==> config.mk <==
export PLATFORM = sky130hd
export DESIGN_NAME = calendar_date_from_julian_day_top
export DESIGN_NICKNAME = d
export VERILOG_FILES = /design/src/rtl/jd2c_pkg.sv /design/src/rtl/jd2c_cdiv.sv /design/src/rtl/jd2c_finish.sv /design/src/rtl/calendar_date_from_julian_day_top.sv
export VERILOG_INCLUDE_DIRS = /design/src /design/src/rtl
export SDC_FILE = /design/constraint.sdc
export NUM_CORES = 2
export LEC_CHECK = 0
export BUFFER_PORTS_ARGS = -buffer_cell sky130_fd_sc_hd__buf_4
export CORE_ASPECT_RATIO = 1.25
export CORE_MARGIN = 5
export CORE_UTILIZATION = 60
export DETAILED_ROUTE_END_ITERATION = 6
export PLACE_DENSITY = 0.74
export SYNTH_ARGS = -nofsm -noshare
export SYNTH_HDL_FRONTEND = slang
export SYNTH_SLANG_ARGS = --single-unit
==> constraint.sdc <==
create_clock -name clk_i -period 11 [get_ports clk_i]
set_input_delay 2.75 -clock clk_i [delete_from_list [all_inputs] [get_ports clk_i]]
set_output_delay 2.75 -clock clk_i [all_outputs]
set_load 0.01 [all_outputs]
==> src/rtl/assert_macros.svh <==
// assertion macros shared by the rtl modules
`ifndef ASSERT_MACROS_SVH
`define ASSERT_MACROS_SVH

// property checked on every clock edge outside reset
`define JD2C_ASSERT(lbl, prop) \
  lbl: assert property (@(posedge clk_i) disable iff (!rst_ni) (prop)) \
    else $error("jd2c assertion failed");

// implication whose consequent is checked in the cycle after the antecedent
`define JD2C_ASSERT_NEXT(lbl, ante, cons) \
  lbl: assert property (@(posedge clk_i) disable iff (!rst_ni) (ante) |=> (cons)) \
    else $error("jd2c assertion failed");

`endif

==> src/rtl/jd2c_pkg.sv <==
// shared widths, constants, tables and sideband types for the julian day converter
`timescale 1ns / 1ps
`default_nettype none
package jd2c_pkg;

  // field widths
  localparam int unsigned ZW    = 23;  // day number
  localparam int unsigned FW    = 24;  // day fraction
  localparam int unsigned TW    = 29;  // time of day
  localparam int unsigned DAYW  = 5;
  localparam int unsigned MONW  = 4;
  localparam int unsigned YEARW = 16;

  // internal widths
  localparam int unsigned NAW   = 25;  // alpha numerator 4z - offset
  localparam int unsigned ALW   = 8;   // alpha
  localparam int unsigned BW    = 24;  // b = a + 1524
  localparam int unsigned NCW   = 28;  // 20b - 2442
  localparam int unsigned CW    = 15;  // c
  localparam int unsigned DW    = 24;  // d = 1461c/4
  localparam int unsigned BDW   = 9;   // b - d
  localparam int unsigned NEW_W = 23;  // 10000(b - d)
  localparam int unsigned EW    = 4;   // e

  // conversion constants
  localparam int unsigned GREG_START  = 2299161;
  localparam int unsigned ALPHA_OFS   = 7468865;
  localparam int unsigned ALPHA_DIV   = 146097;
  localparam int unsigned B_OFS       = 1524;
  localparam int unsigned C_OFS       = 2442;
  localparam int unsigned C_DIV       = 7305;
  localparam int unsigned D_MUL       = 1461;
  localparam int unsigned E_MUL       = 10000;
  localparam int unsigned E_DIV       = 306001;
  localparam int unsigned E_WRAP      = 14;
  localparam int unsigned MON_OFS_LO  = 1;
  localparam int unsigned MON_OFS_HI  = 13;
  localparam int unsigned MON_FEB     = 2;
  localparam int unsigned YEAR_OFS_LO = 4716;
  localparam int unsigned YEAR_OFS_HI = 4715;

  // floor(306001 * e / 10000) for every e
  localparam logic [BDW-1:0] DAY_OFS_TBL [16] = '{
    9'd0,   9'd30,  9'd61,  9'd91,  9'd122, 9'd153, 9'd183, 9'd214,
    9'd244, 9'd275, 9'd306, 9'd336, 9'd367, 9'd397, 9'd428, 9'd459
  };

  // sideband carried past the alpha divider
  typedef struct packed {
    logic          greg;
    logic [ZW-1:0] z;
    logic [TW-1:0] tod;
  } alpha_side_t;

  // sideband carried past the c divider
  typedef struct packed {
    logic [BW-1:0] b;
    logic [TW-1:0] tod;
  } c_side_t;

  // sideband carried past the e divider
  typedef struct packed {
    logic [BDW-1:0] bd;
    logic [CW-1:0]  c;
    logic [TW-1:0]  tod;
  } e_side_t;

endpackage
`default_nettype wire

==> src/rtl/jd2c_cdiv.sv <==
// three stage divider by a constant: reciprocal multiply, remainder, correction
`timescale 1ns / 1ps
`default_nettype none
`include "assert_macros.svh"
module jd2c_cdiv #(
  parameter int unsigned NW = jd2c_pkg::NAW,
  parameter int unsigned QW = jd2c_pkg::ALW,
  parameter int unsigned K  = jd2c_pkg::ALPHA_DIV,
  parameter int unsigned SW = $bits(jd2c_pkg::alpha_side_t)
) (
  input  wire logic          clk_i,
  input  wire logic          rst_ni,
  input  wire logic          vld_i,
  input  wire logic [NW-1:0] num_i,
  input  wire logic [SW-1:0] side_i,
  output logic               vld_o,
  output logic [QW-1:0]      quo_o,
  output logic [SW-1:0]      side_o
);

  // reciprocal floor(2^NW / K): estimate is the quotient or one below it
  localparam longint unsigned MulL = (64'd1 << NW) / K;
  localparam int unsigned     MulW = $clog2(MulL + 1);
  localparam int unsigned     PW   = NW + MulW;
  localparam int unsigned     RW   = $clog2(2 * K);
  localparam logic [MulW-1:0] Mul  = MulW'(MulL);
  localparam logic [NW-1:0]   KN   = NW'(K);
  localparam logic [RW-1:0]   KR   = RW'(K);

  logic          va_q, vb_q, vc_q;
  logic [PW-1:0] prod_d, prod_q;
  logic [NW-1:0] num_q;
  logic [SW-1:0] sa_q, sb_q, sc_q;
  logic [QW-1:0] q0_d, q0_q, quo_d, quo_q;
  logic [NW-1:0] rem_full;
  logic [RW-1:0] rem_d, rem_q;

  // stage a: reciprocal product
  assign prod_d = PW'(num_i) * PW'(Mul);

  // stage b: estimate and remainder
  assign q0_d     = QW'(prod_q >> NW);
  assign rem_full = num_q - (NW'(q0_d) * KN);
  assign rem_d    = rem_full[RW-1:0];

  // stage c: one step correction
  assign quo_d = q0_q + QW'(rem_q >= KR);

  // valid bits
  always_ff @(posedge clk_i or negedge rst_ni) begin
    if (!rst_ni) begin
      va_q <= 1'b0;
      vb_q <= 1'b0;
      vc_q <= 1'b0;
    end else begin
      va_q <= vld_i;
      vb_q <= va_q;
      vc_q <= vb_q;
    end
  end

  // payload
  always_ff @(posedge clk_i) begin
    prod_q <= prod_d;
    num_q  <= num_i;
    sa_q   <= side_i;
    q0_q   <= q0_d;
    rem_q  <= rem_d;
    sb_q   <= sa_q;
    quo_q  <= quo_d;
    sc_q   <= sb_q;
  end

  assign vld_o  = vc_q;
  assign quo_o  = quo_q;
  assign side_o = sc_q;

  // estimate is never more than one below the quotient
  `JD2C_ASSERT(cdiv_rem_range_a, !vb_q || ({1'b0, rem_q} < ({1'b0, KR} << 1)))
  // a transaction entering on vld_i leaves on vld_o after passing stages a, b and c
  `JD2C_ASSERT_NEXT(cdiv_latency_a, vld_i, ##2 vld_o)

endmodule
`default_nettype wire

==> src/rtl/jd2c_finish.sv <==
// final stage: day, month and year from b - d, c and e, registered to the outputs
`timescale 1ns / 1ps
`default_nettype none
`include "assert_macros.svh"
module jd2c_finish (
  input  wire logic                           clk_i,
  input  wire logic                           rst_ni,
  input  wire logic                           vld_i,
  input  wire logic [jd2c_pkg::EW-1:0]        e_i,
  input  wire jd2c_pkg::e_side_t              side_i,
  output logic                                done_o,
  output logic [jd2c_pkg::DAYW-1:0]           cal_day_o,
  output logic [jd2c_pkg::MONW-1:0]           cal_month_o,
  output logic signed [jd2c_pkg::YEARW-1:0]   cal_year_o,
  output logic [jd2c_pkg::TW-1:0]             time_of_day_o
);

  localparam logic [jd2c_pkg::EW-1:0]    EW_WRAP    = jd2c_pkg::EW'(jd2c_pkg::E_WRAP);
  localparam logic [jd2c_pkg::MONW-1:0]  MONW_OFS_LO = jd2c_pkg::MONW'(jd2c_pkg::MON_OFS_LO);
  localparam logic [jd2c_pkg::MONW-1:0]  MONW_OFS_HI = jd2c_pkg::MONW'(jd2c_pkg::MON_OFS_HI);
  localparam logic [jd2c_pkg::MONW-1:0]  MON_FEB     = jd2c_pkg::MONW'(jd2c_pkg::MON_FEB);

  logic                          done_q;
  logic [jd2c_pkg::DAYW-1:0]     day_d, day_q;
  logic [jd2c_pkg::MONW-1:0]     mon_d, mon_q;
  logic [jd2c_pkg::YEARW-1:0]    year_d, year_q;
  logic [jd2c_pkg::TW-1:0]       tod_q;
  logic [jd2c_pkg::BDW-1:0]      day_full;

  // day of month from the table of month starts
  assign day_full = side_i.bd - jd2c_pkg::DAY_OFS_TBL[e_i];
  assign day_d    = day_full[jd2c_pkg::DAYW-1:0];

  // month wraps after december
  assign mon_d = (e_i < EW_WRAP) ? (e_i - MONW_OFS_LO) : (e_i - MONW_OFS_HI);

  // january and february belong to the following year
  assign year_d = jd2c_pkg::YEARW'(side_i.c) -
                  ((mon_d > MON_FEB) ? jd2c_pkg::YEARW'(jd2c_pkg::YEAR_OFS_LO)
                                     : jd2c_pkg::YEARW'(jd2c_pkg::YEAR_OFS_HI));

  // result strobe
  always_ff @(posedge clk_i or negedge rst_ni) begin
    if (!rst_ni) begin
      done_q <= 1'b0;
    end else begin
      done_q <= vld_i;
    end
  end

  // result fields
  always_ff @(posedge clk_i) begin
    day_q  <= day_d;
    mon_q  <= mon_d;
    year_q <= year_d;
    tod_q  <= side_i.tod;
  end

  assign done_o        = done_q;
  assign cal_day_o     = day_q;
  assign cal_month_o   = mon_q;
  assign cal_year_o    = $signed(year_q);
  assign time_of_day_o = tod_q;

  // every delivered date has a nonzero day and a month from 1 to 12
  `JD2C_ASSERT(fin_date_range_a,
      !done_o || (cal_day_o != '0 && cal_month_o != '0 && cal_month_o <= 4'd12))
  `JD2C_ASSERT(fin_e_range_a, !vld_i || (e_i >= 4'd4))

endmodule
`default_nettype wire

==> src/rtl/calendar_date_from_julian_day_top.sv <==
// top level of the julian day to calendar date converter
`timescale 1ns / 1ps
`default_nettype none
`include "assert_macros.svh"
// Converts a day number Z = floor(JD + 0.5) and a day fraction into day, month,
// astronomical year and time of day (fraction times 24), with the Gregorian
// correction from day number 2299161 upward. busy is never raised: a
// transaction may be started in every cycle, and its result appears on the
// outputs with done_o high, in start order. The receiver cannot stall the
// outputs; each result is shown for one cycle only. Each transaction passes
// in turn the alpha divider, a stage forming b, the c divider, a stage forming
// b - d, one forming 10000(b - d), the e divider and the output register;
// each constant divider has three stages.
module calendar_date_from_julian_day_top (
  input  wire logic                          clk_i,
  input  wire logic                          rst_ni,
  input  wire logic                          start,
  output logic                               busy,
  input  wire logic [jd2c_pkg::ZW-1:0]       day_number_i,
  input  wire logic [jd2c_pkg::FW-1:0]       day_fraction_i,
  output logic                               done_o,
  output logic [jd2c_pkg::DAYW-1:0]          cal_day_o,
  output logic [jd2c_pkg::MONW-1:0]          cal_month_o,
  output logic signed [jd2c_pkg::YEARW-1:0]  cal_year_o,
  output logic [jd2c_pkg::TW-1:0]            time_of_day_o
);

  localparam int unsigned Latency = 13;

  logic                        in_vld;
  logic                        greg;
  logic [jd2c_pkg::NAW-1:0]    na;
  jd2c_pkg::alpha_side_t       side_a_in, side_a_out;
  logic                        alpha_vld;
  logic [jd2c_pkg::ALW-1:0]    alpha;

  logic                        vb_q;
  logic [jd2c_pkg::BW-1:0]     a_val, b_d, b_q;
  logic [jd2c_pkg::TW-1:0]     tod_b_q;
  logic [jd2c_pkg::NCW-1:0]    nc;
  jd2c_pkg::c_side_t           side_c_in, side_c_out;
  logic                        c_vld;
  logic [jd2c_pkg::CW-1:0]     c_val;

  logic                        vd_q;
  logic [jd2c_pkg::DW+1:0]     d_full;
  logic [jd2c_pkg::DW-1:0]     d_val;
  logic [jd2c_pkg::BW-1:0]     bd_full;
  jd2c_pkg::e_side_t           side_d_d, side_d_q;

  logic                        vn_q;
  logic [jd2c_pkg::NEW_W-1:0]  ne_d, ne_q;
  jd2c_pkg::e_side_t           side_n_q, side_e_out;
  logic                        e_vld;
  logic [jd2c_pkg::EW-1:0]     e_val;

  // every start is taken
  assign busy   = 1'b0;
  assign in_vld = start && !busy;

  // gregorian test, alpha numerator and time of day (fraction times 24)
  assign greg = day_number_i >= jd2c_pkg::ZW'(jd2c_pkg::GREG_START);
  assign na   = greg ? (jd2c_pkg::NAW'({day_number_i, 2'b00}) -
                        jd2c_pkg::NAW'(jd2c_pkg::ALPHA_OFS))
                     : '0;
  assign side_a_in.greg = greg;
  assign side_a_in.z    = day_number_i;
  assign side_a_in.tod  = (jd2c_pkg::TW'(day_fraction_i) << 4) +
                          (jd2c_pkg::TW'(day_fraction_i) << 3);

  jd2c_cdiv #(
    .NW (jd2c_pkg::NAW),
    .QW (jd2c_pkg::ALW),
    .K  (jd2c_pkg::ALPHA_DIV),
    .SW ($bits(jd2c_pkg::alpha_side_t))
  ) u_div_alpha (
    .clk_i  (clk_i),
    .rst_ni (rst_ni),
    .vld_i  (in_vld),
    .num_i  (na),
    .side_i (side_a_in),
    .vld_o  (alpha_vld),
    .quo_o  (alpha),
    .side_o (side_a_out)
  );

  // b stage: calendar correction and offset
  assign a_val = side_a_out.greg
               ? (jd2c_pkg::BW'(side_a_out.z) + jd2c_pkg::BW'(1) + jd2c_pkg::BW'(alpha)
                  - jd2c_pkg::BW'(alpha >> 2))
               : jd2c_pkg::BW'(side_a_out.z);
  assign b_d   = a_val + jd2c_pkg::BW'(jd2c_pkg::B_OFS);

  // c numerator 20b - 2442
  assign nc = (jd2c_pkg::NCW'(b_q) << 4) + (jd2c_pkg::NCW'(b_q) << 2) -
              jd2c_pkg::NCW'(jd2c_pkg::C_OFS);
  assign side_c_in.b   = b_q;
  assign side_c_in.tod = tod_b_q;

  jd2c_cdiv #(
    .NW (jd2c_pkg::NCW),
    .QW (jd2c_pkg::CW),
    .K  (jd2c_pkg::C_DIV),
    .SW ($bits(jd2c_pkg::c_side_t))
  ) u_div_c (
    .clk_i  (clk_i),
    .rst_ni (rst_ni),
    .vld_i  (vb_q),
    .num_i  (nc),
    .side_i (side_c_in),
    .vld_o  (c_vld),
    .quo_o  (c_val),
    .side_o (side_c_out)
  );

  // d stage: day count of whole years, then days into the year
  assign d_full        = 26'(c_val) * 26'(jd2c_pkg::D_MUL);
  assign d_val         = d_full[jd2c_pkg::DW+1:2];
  assign bd_full       = side_c_out.b - d_val;
  assign side_d_d.bd   = bd_full[jd2c_pkg::BDW-1:0];
  assign side_d_d.c    = c_val;
  assign side_d_d.tod  = side_c_out.tod;

  // e numerator 10000(b - d)
  assign ne_d = jd2c_pkg::NEW_W'(side_d_q.bd) * jd2c_pkg::NEW_W'(jd2c_pkg::E_MUL);

  jd2c_cdiv #(
    .NW (jd2c_pkg::NEW_W),
    .QW (jd2c_pkg::EW),
    .K  (jd2c_pkg::E_DIV),
    .SW ($bits(jd2c_pkg::e_side_t))
  ) u_div_e (
    .clk_i  (clk_i),
    .rst_ni (rst_ni),
    .vld_i  (vn_q),
    .num_i  (ne_q),
    .side_i (side_n_q),
    .vld_o  (e_vld),
    .quo_o  (e_val),
    .side_o (side_e_out)
  );

  jd2c_finish u_finish (
    .clk_i         (clk_i),
    .rst_ni        (rst_ni),
    .vld_i         (e_vld),
    .e_i           (e_val),
    .side_i        (side_e_out),
    .done_o        (done_o),
    .cal_day_o     (cal_day_o),
    .cal_month_o   (cal_month_o),
    .cal_year_o    (cal_year_o),
    .time_of_day_o (time_of_day_o)
  );

  // valid bits of the glue stages
  always_ff @(posedge clk_i or negedge rst_ni) begin
    if (!rst_ni) begin
      vb_q <= 1'b0;
      vd_q <= 1'b0;
      vn_q <= 1'b0;
    end else begin
      vb_q <= alpha_vld;
      vd_q <= c_vld;
      vn_q <= vd_q;
    end
  end

  // payload of the glue stages
  always_ff @(posedge clk_i) begin
    b_q      <= b_d;
    tod_b_q  <= side_a_out.tod;
    side_d_q <= side_d_d;
    ne_q     <= ne_d;
    side_n_q <= side_d_q;
  end

  // every start yields exactly one result, and done_o is not raised without a start
  `JD2C_ASSERT(top_result_a, start |-> ##Latency done_o)
  `JD2C_ASSERT(top_no_extra_a, !start |-> ##Latency !done_o)

endmodule
`default_nettype wire
=== After elaboration in Yosys (flattened, before gate mapping) ===
Memories as Yosys holds them, arrays and structs flattened.
Index checks and enable logic that the tools add are counted.

* $add $sub $neg: 19
* Multiply operators: 8
* Magnitude comparators: 7
* Muxes and demuxes: 6
* Bitwise gates (word level): 1

{| class="wikitable"
|+ Operators by type and width
! cell !! number
|-
| $mul 28x15->42 const B || 1
|-
| $mul 25x8->33 const B || 1
|-
| $add 28x27->29 || 1
|-
| $add 28x26->28 || 1
|-
| $sub 28x12->28 const B || 1
|-
| $mux 25 || 1
|-
| $sub 25x23->25 const B || 1
|-
| $add 23x1->24 const B || 1
|-
| $add 24x11->24 const B || 1
|-
| $add 24x8->24 || 1
|-
| $mux 24 || 1
|-
| $sub 24x6->24 || 1
|-
| $ge 23x22->1 const B || 1
|-
| $mul 19x5->23 const B || 1
|-
| $ge 20x19->1 const B || 1
|-
| $mul 4x19->20 const B || 1
|-
| $sub 20x20->20 || 1
|-
| $ge 19x18->1 const B || 1
|-
| $mul 8x18->19 const B || 1
|-
| $mul 9x10->19 const B || 1
|-
| $sub 19x19->19 || 1
|-
| $sub 15x13->16 || 1
|-
| $add 15x1->15 || 1
|-
| $mul 15x11->11 const B || 1
|-
| 16 further kinds || 17
|}

* Register bits: 915
* Memory bits (read-only): 144
* Bits of input ports: 50
* Output and inout port bits: 56
* Logic and storage cells: 92
* Memories: 1

{| class="wikitable"
|+ Memories
! name !! depth !! width !! rd ports !! clocked after memory_dff !! write ports !! line !! source
|-
| (no name shown) || 16 || 9 || 1 || 0 || 0 || jd2c_finish.sv:31 || <nowiki>assign day_full = side_i.bd - jd2c_pkg::DAY_OFS_TBL[e_i];</nowiki>
|}

=== Depth between registers and ports, before layout ===
* Depth after elaboration: 5
* Gate-level depth with buffers: 33
* Mapped depth without buffers: 33

=== By module ===
From an unflattened synthesis, not the netlist that was laid out.

* Cells, all modules: 4024
* Area total of the unflattened synthesis: 45270.9 um^2

{| class="wikitable"
|+ By module, submodules not included
! module !! instances !! cells each !! area an instance (um^2) !! sequential area each (um^2)
|-
| jd2c_cdiv (u_div_c) || 1 || 1042 || 13090.1 || 4719.5
|-
| calendar_date_from_julian_day_top || 1 || 1266 || 11656.2 || 3558.4
|-
| jd2c_cdiv (u_div_alpha) || 1 || 870 || 10344.9 || 4499.3
|-
| jd2c_cdiv (u_div_e) || 1 || 678 || 8185.4 || 4299.1
|-
| jd2c_finish || 1 || 168 || 1994.4 || 1106.1
|}

=== Worst setup path after synthesis ===
OpenSTA, ideal clock, no wires.

* Path type: input port to flip-flop
* Start: in day_number_i[9] in the netlist's numbering
* End: reg u_div_alpha.prod_q[32]
* Setup time: 118 ps
* Arrival time: 8287 ps
* Data required time: 10882 ps
* Setup slack: 2595 ps
* Cell stages on the path: 21
* Buffers on the path: 1
* Path through: or4b_1 > a211oi_1 > o21ai_1 > and2_1 > clkbuf_1 > nor3_1 > fa_1 > fa_1 > fa_1 > ha_1 > ha_1 > a21o_1 > a21o_1 > a21oi_1 > o21ai_0 > nor3_1 > a31oi_1 > inv_1 > o21ai_0 > o41a_1 > xnor2_1

* Word-level cells in the longest chain between the ends: 3
* Elaborated cells on any way between the ends: 4
* Those cells by class: add/sub (1); mul (1); order compare (1); mux (1)

{| class="wikitable"
|+ Ends and longest elaborated chain
! item !! line !! source
|-
| from (decl) || calendar_date_from_julian_day_top.sv:19 || <nowiki>input wire logic [jd2c_pkg::ZW-1:0] day_number_i,</nowiki>
|-
| $sub 25x23->25 or $ge 23x22->1 (tied branches) || calendar_date_from_julian_day_top.sv:63, calendar_date_from_julian_day_top.sv:62 ||
|-
| $mux 25 * || calendar_date_from_julian_day_top.sv:63 || <nowiki>assign na = greg ? (jd2c_pkg::NAW'({day_number_i, 2'b00}) -</nowiki>
|-
| via na (one bit) || calendar_date_from_julian_day_top.sv:32 || <nowiki>logic [jd2c_pkg::NAW-1:0] na;</nowiki>
|-
| $mul 25x8->33 * || jd2c_cdiv.sv:39 || <nowiki>assign prod_d = PW'(num_i) * PW'(Mul);</nowiki>
|-
| via u_div_alpha.prod_d[32] || jd2c_cdiv.sv:31 || <nowiki>logic [PW-1:0] prod_d, prod_q;</nowiki>
|-
| to (signal assigned) || jd2c_cdiv.sv:64 || <nowiki>prod_q <= prod_d;</nowiki>
|-
| to (decl) || jd2c_cdiv.sv:31 ||
|}

Mark *: on every way through the listed nets, which the timed path passes. The rest lies on a longest branch.

=== Final worst setup path ===
* Start: reg b_q[0] in the netlist's numbering
* End: reg u_div_c.prod_q[41]

* Word-level cells in the longest chain between the ends: 3

{| class="wikitable"
|+ Ends and longest elaborated chain
! item !! line !! source
|-
| from (decl) || calendar_date_from_julian_day_top.sv:38 || <nowiki>logic [jd2c_pkg::BW-1:0] a_val, b_d, b_q;</nowiki>
|-
| from (signal assigned) || calendar_date_from_julian_day_top.sv:171 || <nowiki>b_q <= b_d;</nowiki>
|-
| $add 28x26->28 || calendar_date_from_julian_day_top.sv:95 || <nowiki>assign nc = (jd2c_pkg::NCW'(b_q) << 4) + (jd2c_pkg::NCW'(b_q) << 2) -</nowiki>
|-
| $sub 28x12->28 || calendar_date_from_julian_day_top.sv:95 ||
|-
| via nc (one bit) || calendar_date_from_julian_day_top.sv:40 || <nowiki>logic [jd2c_pkg::NCW-1:0] nc;</nowiki>
|-
| $mul 28x15->42 || jd2c_cdiv.sv:39 ||
|-
| via u_div_c.prod_d[41] || jd2c_cdiv.sv:31 ||
|-
| to (signal assigned) || jd2c_cdiv.sv:64 ||
|-
| to (decl) || jd2c_cdiv.sv:31 ||
|}

The timed path passes the listed nets, and every way through them passes these cells.

==> flow_summary.ini <==
[sta]
final-max-slew-violation-count = 0
min_period_over_period = 0.8246
setup_violations = 0
fmax_mhz = 110.3
clock_skew_ps = 33.71
hold_viol = 0
grt_setup_unrepaired = false
fin_setup_tns_ps = 0
max-slew-margin-rel = 0.2364
period_needed_ps = 9070
worstMarginPinSlew_ps = 1138
whs_ps = 315.4

[drt]
drt-pass1-iter-count = 5
detail-route-antenna-nets = 0
drc = 0
detail_route.wl_per_cell_um = 14.73
via_per_inst = 5.079
routed-via-count = 24170
drt-initial-drc-count = 801
routed_wirelength_um = 70110

[hold_path]
worst_hold_path.num_cells = 0
hold_path_class = flip-flop to flip-flop

[worst_setup_path]
critical_path_peak_fanout = 8
cp_data_required_time_ps = 11510
timing.critical_path.arrival_ps = 9580
timing.critical_path.slowest_stage_cell = xnor2_1
r2r_cells = 33
worst-setup-path-type = flip-flop to flip-flop
critPathLaunchType = flip-flop
critPathCaptureType = flip-flop
cp_slowest_stage_delay_ps = 680

[die]
io_pins = 106
die-height_um = 301.8
placement_rows = 107
die_w_um = 243.4
placeableCoreArea_um2 = 67880
floorplan.die_area_um2 = 73460
initial_core_util = 0.6021

[cts]
numClockSinks = 792
tritoncts.num_buffers = 74
holdBufCountCts = 0
path_clk_slew_ps = 70
h-tree-depth = 3
tritoncts = built
clk_latency_ps = 630
post_cts_buffers = 0
cts_max_path_buffers = 3
clock_tree.root_cell = clkbuf_16
post_cts_gate_resize_count = 0

[synthesis]
yosysSeqAreaShare = 0.3896
synth.cell_area_um2 = 40870
post_synth_arst_share = 0.01641
dominantRegCellSynth = dfxtp_1
synth.avg_cell_area_um2 = 11.19
synthCells = 3653
number_of_storage_elements_in_the_synthesis_netlist = 792
ys_warn_count = 0
synth-edff-count = 0
netlist_cell_types = 77

[status]
outcome = finished clean

[global_routing]
grt-ovfl-total = 0
antenna_found_initial = 2
grt_max_degree = 36
grt.total_usage = 0.1965
grt_pass1_wl_um = 118900
grt_pass1_vias = 25420

[placed_design]
gp_congestion = 0.9147
place_inst = 4625
buffer_ports.inserted = 101
hpwlAfterDp_um = 56170

[cells_and_area]
mostFrequentLayoutCells = 779 x dfxtp_1, 676 x inv_1, 634 x ha_1
instances_no_fill = 4759
core_utilization_of_the_finished_layout = 0.6687
post_route_cells_drive_above_1_share = 0.07205
layout_commonest_cell = dfxtp_1
nFillCells = 5158
layout.nets = 4833
flow.area_growth_from_synthesis_pct = 11.06

[flow_run]
maxCapViolCount = 0
-- per-layer routing --
metal  vias up  track usage  wire, µm  share of wire
li1      12200            -         -              -
met2       326       0.3692     36690           0.52
met4         0      0.09054      3155          0.045
met5         -            0         0              0
met3       140      0.02404      2029          0.029
met1     11510       0.2226     28230           0.40
-- worst max-delay path: cells and delay by family, from the launching register on --
family | cells | cell delay [ps]
buf+inv | 6 | 560
fa+ha+maj | 9 | 3930
simple gates | 2 | 120
compound gates | 14 | 3000
xor+xnor | 2 | 800
flops | 1 | 510
-- synth_stat cells (41+ instances only) --
master   instances  area share
dfxtp_1        779        0.38
inv_1          676       0.062
ha_1           634        0.19
fa_1           320        0.16
xnor2_1        185       0.040
a21oi_1        142       0.017
nor2_1         132       0.012
nand2_1         92      0.0085
xor2_1          87       0.019
o21ai_0         61      0.0075
a21o_1          54      0.0099
nand3_1         41      0.0050
-- registers in the layout (all words and copies together), names as in the netlist, 20 cells and up --
signal	flops
b_q	24
side_d_q	50
side_n_q	46
tod_b_q	26
u_div_alpha.sa_q	49
u_div_alpha.sb_q	50
u_div_alpha.side_o	50
u_div_c.sa_q	35
u_div_c.sb_q	35
u_div_c.side_o	35
u_div_e.rem_q	20
u_div_e.sa_q	42
u_div_e.sb_q	46
u_div_e.side_o	46
u_finish.time_of_day_o	26
-- kinds of logic (layout without fill, tap and decap cells) --
group	after synthesis	count (layout)	synth area share
fa+ha+maj	954	954	0.3509
flops	792	792	0.3896
buf+inv	693	923	0.06405
simple gates	471	471	0.05793
compound gates	452	452	0.07418
xor+xnor	272	272	0.05829
mux	18	18	0.005021
other cells	1	5	0.00009176
-- cell type report --
| type | instances | area, µm² | share of cell area |
|---|---|---|---|
| Clock buffer | 95 | 2102 | 0.04631 |
| Inverter | 677 | 2541 | 0.05599 |
| Multi-Input combinational cell | 2171 | 22350 | 0.4925 |
| Tap cell | 872 | 1091 | 0.02404 |
| Clock inverter | 38 | 528.0 | 0.01163 |
| Sequential cell | 792 | 15920 | 0.3508 |
| Timing Repair Buffer | 113 | 848.3 | 0.01869 |
| Antenna cell | 1 | 2.502 | 0.00005513 |
-- per-stage QoR --
step | cell area [µm²] | setup slack, ps
3_3_place_gp | 42750 | 2123
5_1_grt | 45390 | 1406
6_report | 45390 | 1930
3_5_place_dp | 42750 | 2013
2_1_floorplan | 40880 | 2595
4_1_cts | 45380 | 1926
-- worst paths after layout --
path | start | to | slack (ps)
worst max-delay path | b_q[0] | u_div_c.prod_q[41] | 1930
worst max register to register | b_q[0] | u_div_c.prod_q[41] | 1930
max in group asynchronous | rst_ni | u_div_e.vb_q | 8880
worst min-delay path | u_div_alpha.sb_q[18] | u_div_alpha.side_o[18] | 320
worst min register to register | u_div_alpha.sb_q[18] | u_div_alpha.side_o[18] | 320
min in group asynchronous | rst_ni | u_div_c.va_q | 1970
Power is left out: the tool's default activity adds up to more than one toggle a clock period on the data nets, which glitch-free logic cannot reach.
